**src/rtl/dtti_pkg.sv**
```systemverilog
// ---------------------------------------------------------------------------
// dtti_pkg
// Types and constants shared by the decimal text to int64 parser.
// ---------------------------------------------------------------------------
package dtti_pkg;

  localparam int unsigned ACC_W = 64;

  localparam logic [7:0] CHAR_PLUS  = 8'h2B;
  localparam logic [7:0] CHAR_MINUS = 8'h2D;
  localparam logic [7:0] CHAR_ZERO  = 8'h30;
  localparam logic [7:0] CHAR_NINE  = 8'h39;

  // parse state of the text in progress
  typedef struct packed {
    logic [ACC_W-1:0] acc;
    logic             neg;
    logic             at_first;
    logic             seen;
    logic             failed;
  } parse_state_t;

  localparam parse_state_t PARSE_CLEAR = '{
    acc:      '0,
    neg:      1'b0,
    at_first: 1'b1,
    seen:     1'b0,
    failed:   1'b0
  };

  // finished text waiting for sign application
  typedef struct packed {
    logic [ACC_W-1:0] mag;
    logic             neg;
    logic             ok;
  } parse_result_t;

endpackage

```
**src/rtl/dtti_step.sv**
```systemverilog
// ---------------------------------------------------------------------------
// dtti_step
// One byte of parse update: sign, digit accumulate with overflow check.
// ---------------------------------------------------------------------------
module dtti_step (
  input  dtti_pkg::parse_state_t cur,
  input  logic [7:0]             text_byte,
  input  logic                   no_byte,
  output dtti_pkg::parse_state_t nxt
);

  logic                        is_sign;
  logic                        is_digit;
  logic [dtti_pkg::ACC_W+3:0]  wide;
  logic [dtti_pkg::ACC_W+3:0]  sum;
  logic                        ovf;

  assign is_sign  = (text_byte == dtti_pkg::CHAR_PLUS) || (text_byte == dtti_pkg::CHAR_MINUS);
  assign is_digit = (text_byte >= dtti_pkg::CHAR_ZERO) && (text_byte <= dtti_pkg::CHAR_NINE);

  // acc * 10 + digit; overflow when anything lands above bit 63
  assign wide = {4'b0, cur.acc};
  assign sum  = (wide << 3) + (wide << 1) + {{dtti_pkg::ACC_W{1'b0}}, text_byte[3:0]};
  assign ovf  = |sum[dtti_pkg::ACC_W+3:dtti_pkg::ACC_W];

  always_comb begin
    nxt = cur;
    if (!no_byte) begin
      nxt.at_first = 1'b0;
      if (!cur.failed) begin
        if (cur.at_first && is_sign) begin
          nxt.neg = (text_byte == dtti_pkg::CHAR_MINUS);
        end else if (!is_digit || ovf) begin
          nxt.failed = 1'b1;
        end else begin
          nxt.acc  = sum[dtti_pkg::ACC_W-1:0];
          nxt.seen = 1'b1;
        end
      end
    end
  end

endmodule

```
**src/rtl/decimal_text_to_int64.sv**
```systemverilog
// ---------------------------------------------------------------------------
// decimal_text_to_int64
// Streams decimal ASCII text and returns the signed 64-bit value with a
// pass/reject flag on the last byte of each text.
// ---------------------------------------------------------------------------
// channel | dir | tdata            | tuser          | tlast
// s_*     | in  | text_byte[7:0]   | no_byte        | end_of_text
// m_*     | out | value[63:0]      | accepted       | -
//
// one input item per cycle while s_tready is high; parse state updates in the cycle of acceptance
// a result leaves through a result stage after its last item, then the
// output register that applies the sign
// s_tready drops only while both result stages hold items and m_tready is low
// rst clears parse state and both result stages; payload registers are not reset
// ---------------------------------------------------------------------------
module decimal_text_to_int64 (
  input  logic        clk,
  input  logic        rst,
  input  logic        s_tvalid,
  output logic        s_tready,
  input  logic [7:0]  s_tdata,   // [7:0] text_byte
  input  logic        s_tlast,
  input  logic        s_tuser,   // [0] no_byte
  output logic        m_tvalid,
  input  logic        m_tready,
  output logic [63:0] m_tdata,   // [63:0] value
  output logic        m_tuser    // [0] accepted
);

  dtti_pkg::parse_state_t  st;
  dtti_pkg::parse_state_t  st_step;
  dtti_pkg::parse_result_t res_next;
  dtti_pkg::parse_result_t res;
  logic                    res_valid;
  logic                    take;
  logic                    take_last;
  logic                    out_adv;
  logic                    in_range;

  dtti_step u_step (
    .cur       (st),
    .text_byte (s_tdata),
    .no_byte   (s_tuser),
    .nxt       (st_step)
  );

  assign out_adv   = !m_tvalid || m_tready;
  assign s_tready  = !res_valid || out_adv;
  assign take      = s_tvalid && s_tready;
  assign take_last = take && s_tlast;

  // -2^63 allowed only with a leading minus
  assign in_range = !st_step.acc[63] || (st_step.neg && (st_step.acc[62:0] == '0));

  always_comb begin
    res_next.mag = st_step.acc;
    res_next.neg = st_step.neg;
    res_next.ok  = !st_step.failed && st_step.seen && in_range;
  end

  always_ff @(posedge clk) begin
    if (rst) begin
      st <= dtti_pkg::PARSE_CLEAR;
    end else if (take_last) begin
      st <= dtti_pkg::PARSE_CLEAR;
    end else if (take) begin
      st <= st_step;
    end
  end

  always_ff @(posedge clk) begin
    if (rst) begin
      res_valid <= 1'b0;
    end else if (take_last) begin
      res_valid <= 1'b1;
    end else if (out_adv) begin
      res_valid <= 1'b0;
    end
  end

  always_ff @(posedge clk) begin
    if (take_last) begin
      res <= res_next;
    end
  end

  always_ff @(posedge clk) begin
    if (rst) begin
      m_tvalid <= 1'b0;
    end else if (out_adv) begin
      m_tvalid <= res_valid;
    end
  end

  always_ff @(posedge clk) begin
    if (out_adv && res_valid) begin
      if (!res.ok) begin
        m_tdata <= '0;
      end else if (res.neg) begin
        m_tdata <= '0 - res.mag;
      end else begin
        m_tdata <= res.mag;
      end
      m_tuser <= res.ok;
    end
  end

`ifndef SYNTH
  a_reject_zero: assert property (@(posedge clk) disable iff (rst)
    m_tvalid && !m_tuser |-> m_tdata == '0)
    else $error("rejected item carries nonzero value");

  a_clear_after_last: assert property (@(posedge clk) disable iff (rst)
    take_last |=> st.at_first && !st.failed && !st.seen && st.acc == '0)
    else $error("parse state not cleared after last item");

  a_fail_sticky: assert property (@(posedge clk) disable iff (rst)
    st.failed && !take_last |=> st.failed)
    else $error("error flag dropped mid-text");

  a_seen_not_first: assert property (@(posedge clk) disable iff (rst)
    st.seen |-> !st.at_first)
    else $error("digit seen while still at first byte");

  a_stall_holds_result: assert property (@(posedge clk) disable iff (rst)
    res_valid && !out_adv |-> !s_tready)
    else $error("input taken while result stages are full");
`endif

endmodule

```
**config.mk**
```make
export PLATFORM = sky130hd
export DESIGN_NAME = decimal_text_to_int64
export DESIGN_NICKNAME = d
export VERILOG_FILES = /design/src/rtl/dtti_pkg.sv /design/src/rtl/dtti_step.sv /design/src/rtl/decimal_text_to_int64.sv
export SDC_FILE = /design/constraint.sdc
export NUM_CORES = 1
export LEC_CHECK = 0
export BUFFER_PORTS_ARGS = -buffer_cell sky130_fd_sc_hd__buf_2
export CORE_UTILIZATION = 50
export DETAILED_ROUTE_END_ITERATION = 12
export GPL_TIMING_DRIVEN = 0
export PLACE_DENSITY_LB_ADDON = 0.15
export SKIP_LAST_GASP = 1
export SYNTH_ARGS = -nofsm -noshare
export SYNTH_HDL_FRONTEND = slang
export SYNTH_SLANG_ARGS = --single-unit
export TNS_END_PERCENT = 10
```
**constraint.sdc**
```tcl
create_clock -name clk -period 5.8 [get_ports clk]
set_clock_uncertainty 0.05 [all_clocks]
set_input_delay 0.29 -clock clk [delete_from_list [all_inputs] [get_ports clk]]
set_output_delay 0.29 -clock clk [all_outputs]
set_load 0.005 [all_outputs]
```
==> metrics.json <==
{
  "floorplanning": {
    "row_count": 62,
    "floorplan.die.height_um": 173.7,
    "fp.coreArea_um2": 28860,
    "ioPinCount": 81,
    "start_util_pct": 51.07,
    "horizontal_die_dimension_um": 173.7,
    "floorplan.die_area_um2": 30170
  },
  "clocking": {
    "clk-insertion-delay-late_ns": 0.49,
    "cts_tree": "built",
    "cts_buffers": 19,
    "cts-htree-levels": 1,
    "cts-root-buf": "clkbuf_16",
    "worst_setup_hold_path_clk_slew_ns": 0.07,
    "clock_sink_count": 201,
    "post_cts.repair.setup_buffers": 0,
    "cts_buffer_depth": 3
  },
  "yosys": {
    "edff_count_synth": 131,
    "yosys_warnings": 0,
    "synthesis.nets": 1737,
    "synthDominantCellAreaShare_pct": 26.69,
    "syn_avg_cell_area_um2": 9.252,
    "synth.ff_latch_count": 201,
    "synth_largest_area_cell": "edfxtp_1",
    "syn-instance-count": 1593,
    "mappedNetlistArea_um2": 14740,
    "post_synth_num_cell_types": 93,
    "synth_async_sr_flop_share_pct": 0,
    "postSynth.topFlopCell": "edfxtp_1",
    "synth.yosys.seq_area_share_pct": 36.20,
    "post_synth_main_area_contributors": "edfxtp_1, ha_1, dfxtp_1, nand2_1, xnor2_1"
  },
  "timing": {
    "max_freq_mhz": 180.4,
    "number_of_max_slew_violations_in_the_final_report": 0,
    "period_minus_slack_ns": 5.542,
    "max_slew.worst_pin.slew_ns": 1.005,
    "fin_crit_sh_pct": 95.55,
    "max_slew_margin_pct": 32.53,
    "final_hold_viol_count": 0,
    "unrepaired_setup_endpoints_after_global_routing": "false",
    "tns_ns": 0,
    "final-setup-viol-count": 0
  },
  "run": {
    "max_cap_viol_count": 0
  },
  "setup_path": {
    "worst_setup_path_start_kind": "register",
    "kind_of_cell_adding_the_most_delay_to_the_critical_path": "compound AO/OA/AOI/OAI gates",
    "ff2ff_path_depth": 16,
    "cp_required_ns": 5.98,
    "crit_path_top_delay_cell": "a311oi_1",
    "cp.arrival_ns": 5.72,
    "setup.worst_path.class": "reg -> reg",
    "timing.critical_path.to_type": "register",
    "crit_chain": "inv_1 > fa_1 > inv_1 > ha_1 > a211oi_1 > o211ai_1 > nand3b_1 > a21boi_0 > o21ai_0 > nand2_1 > a311oi_1 > a2111oi_0 > and4_1 > and4_1 > o2111ai_1 > a211oi_2",
    "critical_path_buf_inv_count": 2,
    "cp_slowest_stage_delay_ns": 0.90,
    "regToRegStartpoint": "st[4]$_SDFFE_PP0P_",
    "worst_r2r_endpoint": "res[0]$_DFFE_PP_",
    "regToRegSetupSlack_ns": 0.26,
    "worstPathMaxFanout": 5
  },
  "grt": {
    "globalRoute.totalOverflow": 0,
    "grt_util_all_layers_pct": 27.67,
    "maximum_number_of_pins_on_one_net_before_global_route_repair": 42,
    "grt_pass1_wl_um": 65730,
    "vias_in_the_first_global_route": 11645,
    "antenna_found_initial": 0
  },
  "run_status": {
    "run_status": "complete, no violations"
  },
  "placement": {
    "finalWeightedCongestion": 0.9238,
    "portBuffers": 80,
    "place_inst": 2059,
    "dp.final_hpwl_um": 34300
  },
  "worst_hold_path": {
    "whs_path_depth": 3,
    "timing.hold.worst.start": "s_tuser",
    "timing.hold.worst_endpoint": "st[2]$_SDFFE_PP1P_",
    "min-delay-path-class": "in -> reg"
  },
  "drt": {
    "wirelength_um": 42290,
    "num_vias": 12846,
    "route.detailed.wl_per_inst_um": 20.19,
    "drc": 0,
    "dr.pass1.iters": 5,
    "drt_first_iter_violations": 1311,
    "detail_route.vias_per_cell": 6.135,
    "drt.antenna.violating_nets": 0
  },
  "final_layout": {
    "mostFrequentLayoutCell": "nand2_1",
    "layout_common_cells": "nand2_1, edfxtp_1, ha_1",
    "antenna_cells": 0,
    "finalCoreUtilization_pct": 56.45,
    "drive_above_1_share_pct": 12.81,
    "nets": 1841,
    "stdcell_count": 2094,
    "layout-area-overhead-vs-synth_pct": 10.54
  },
  "power_and_ir_drop": {
    "p_per_area_nw_per_um2": 200.7,
    "irDropWorstVdd_uv": 164.2,
    "power_leakage_nw": 6.551
  }
}
==> through the flow <==
stage	hold WS, ns	area [um2]	setup slack [ns]	total power, mW
after global placement	0.3977	15620	0.4623	2.037
after CTS	0.07389	16290	0.3994	3.278
after detailed placement	0.4093	15670	0.4547	2.045
final	0.09567	16290	0.2579	3.270
after floorplan	0.3091	14740	1.563	1.915
after global routing	0.1125	16290	0.04517	3.380
==> power by group <==
part / switching, mW / internal [mW]
clock network: 0.545 / 0.703
logic: 0.246 / 0.153
registers: 0.0472 / 1.58
total: 0.838 / 2.43
==> layout make-up <==
class,count,area [um2]
buffer,83,357.8
fill,2610,12570
tap,384,480.5
sequential,201,5335
clock inverter,11,123.9
inverter,31,116.4
clock buffer,23,490.5
multi-input combinational,1278,8936
timing repair buffer,83,450.4
==> registers in the layout, indices dropped and copies added, names as in the netlist <==
register	flops
res	66
res_valid	1
st	68
m_tuser	1
m_tdata	64
m_tvalid	1
==> metal layers <==
layer | vias to the layer above | GRT usage (%) | part of all wire, %
li1 | 6153 | - | -
met1 | 6143 | 40.67 | 48
met2 | 495 | 42.92 | 43
met3 | 55 | 2.873 | 6.2
met4 | 0 | 8.041 | 2.6
met5 | - | 0 | 0
==> repair_timing <==
item,in CTS,in global routing
resized for setup,0,0
hold endpoints to repair,2,0
hold buffers,1,0
==> logic make-up (layout without fill, tap and decap cells) <==
kind of cell	after synthesis	after routing	share of synthesized area, %
simple gates	572	572	19.68
compound gates	424	424	19.75
flops	201	201	36.20
fa+ha+maj	130	130	11.14
buf+inv	114	231	3.218
xor+xnor	108	108	6.418
mux	44	44	3.600
==> synthesized netlist by cell type, types with 30 or more instances <==
cell and instances:
nand2_1 194, nand2b_1 31, ha_1 128, nand4_1 34, edfxtp_1 131, xnor2_1 79, o21ai_0 71, nor2_1 87
dfxtp_1 70, a21oi_1 119, clkbuf_1 53, inv_1 30, nor3_1 31, and2_1 66
==> worst min-delay path: cells and delay by family <==
| kind | cells | cell delay (ns) |
|---|---|---|
| compound gates | 1 | 0.11 |
| simple gates | 1 | 0.08 |
| buf+inv | 1 | 0.13 |
==> worst max-delay path by stage <==
stage	slack [ns]	end	start	cells past startpoint
floorplan	1.56	res[0]$_DFFE_PP_	st[4]$_SDFFE_PP0P_	16
global route	0.05	res[0]$_DFFE_PP_	st[4]$_SDFFE_PP0P_	16
CTS	0.40	res[0]$_DFFE_PP_	st[4]$_SDFFE_PP0P_	16
global placement	0.46	res[0]$_DFFE_PP_	s_tdata[3]	17
detailed placement	0.45	res[0]$_DFFE_PP_	s_tdata[3]	17
finish	0.26	res[0]$_DFFE_PP_	st[4]$_SDFFE_PP0P_	16
Note: power is estimated with default switching activity, not from simulation.
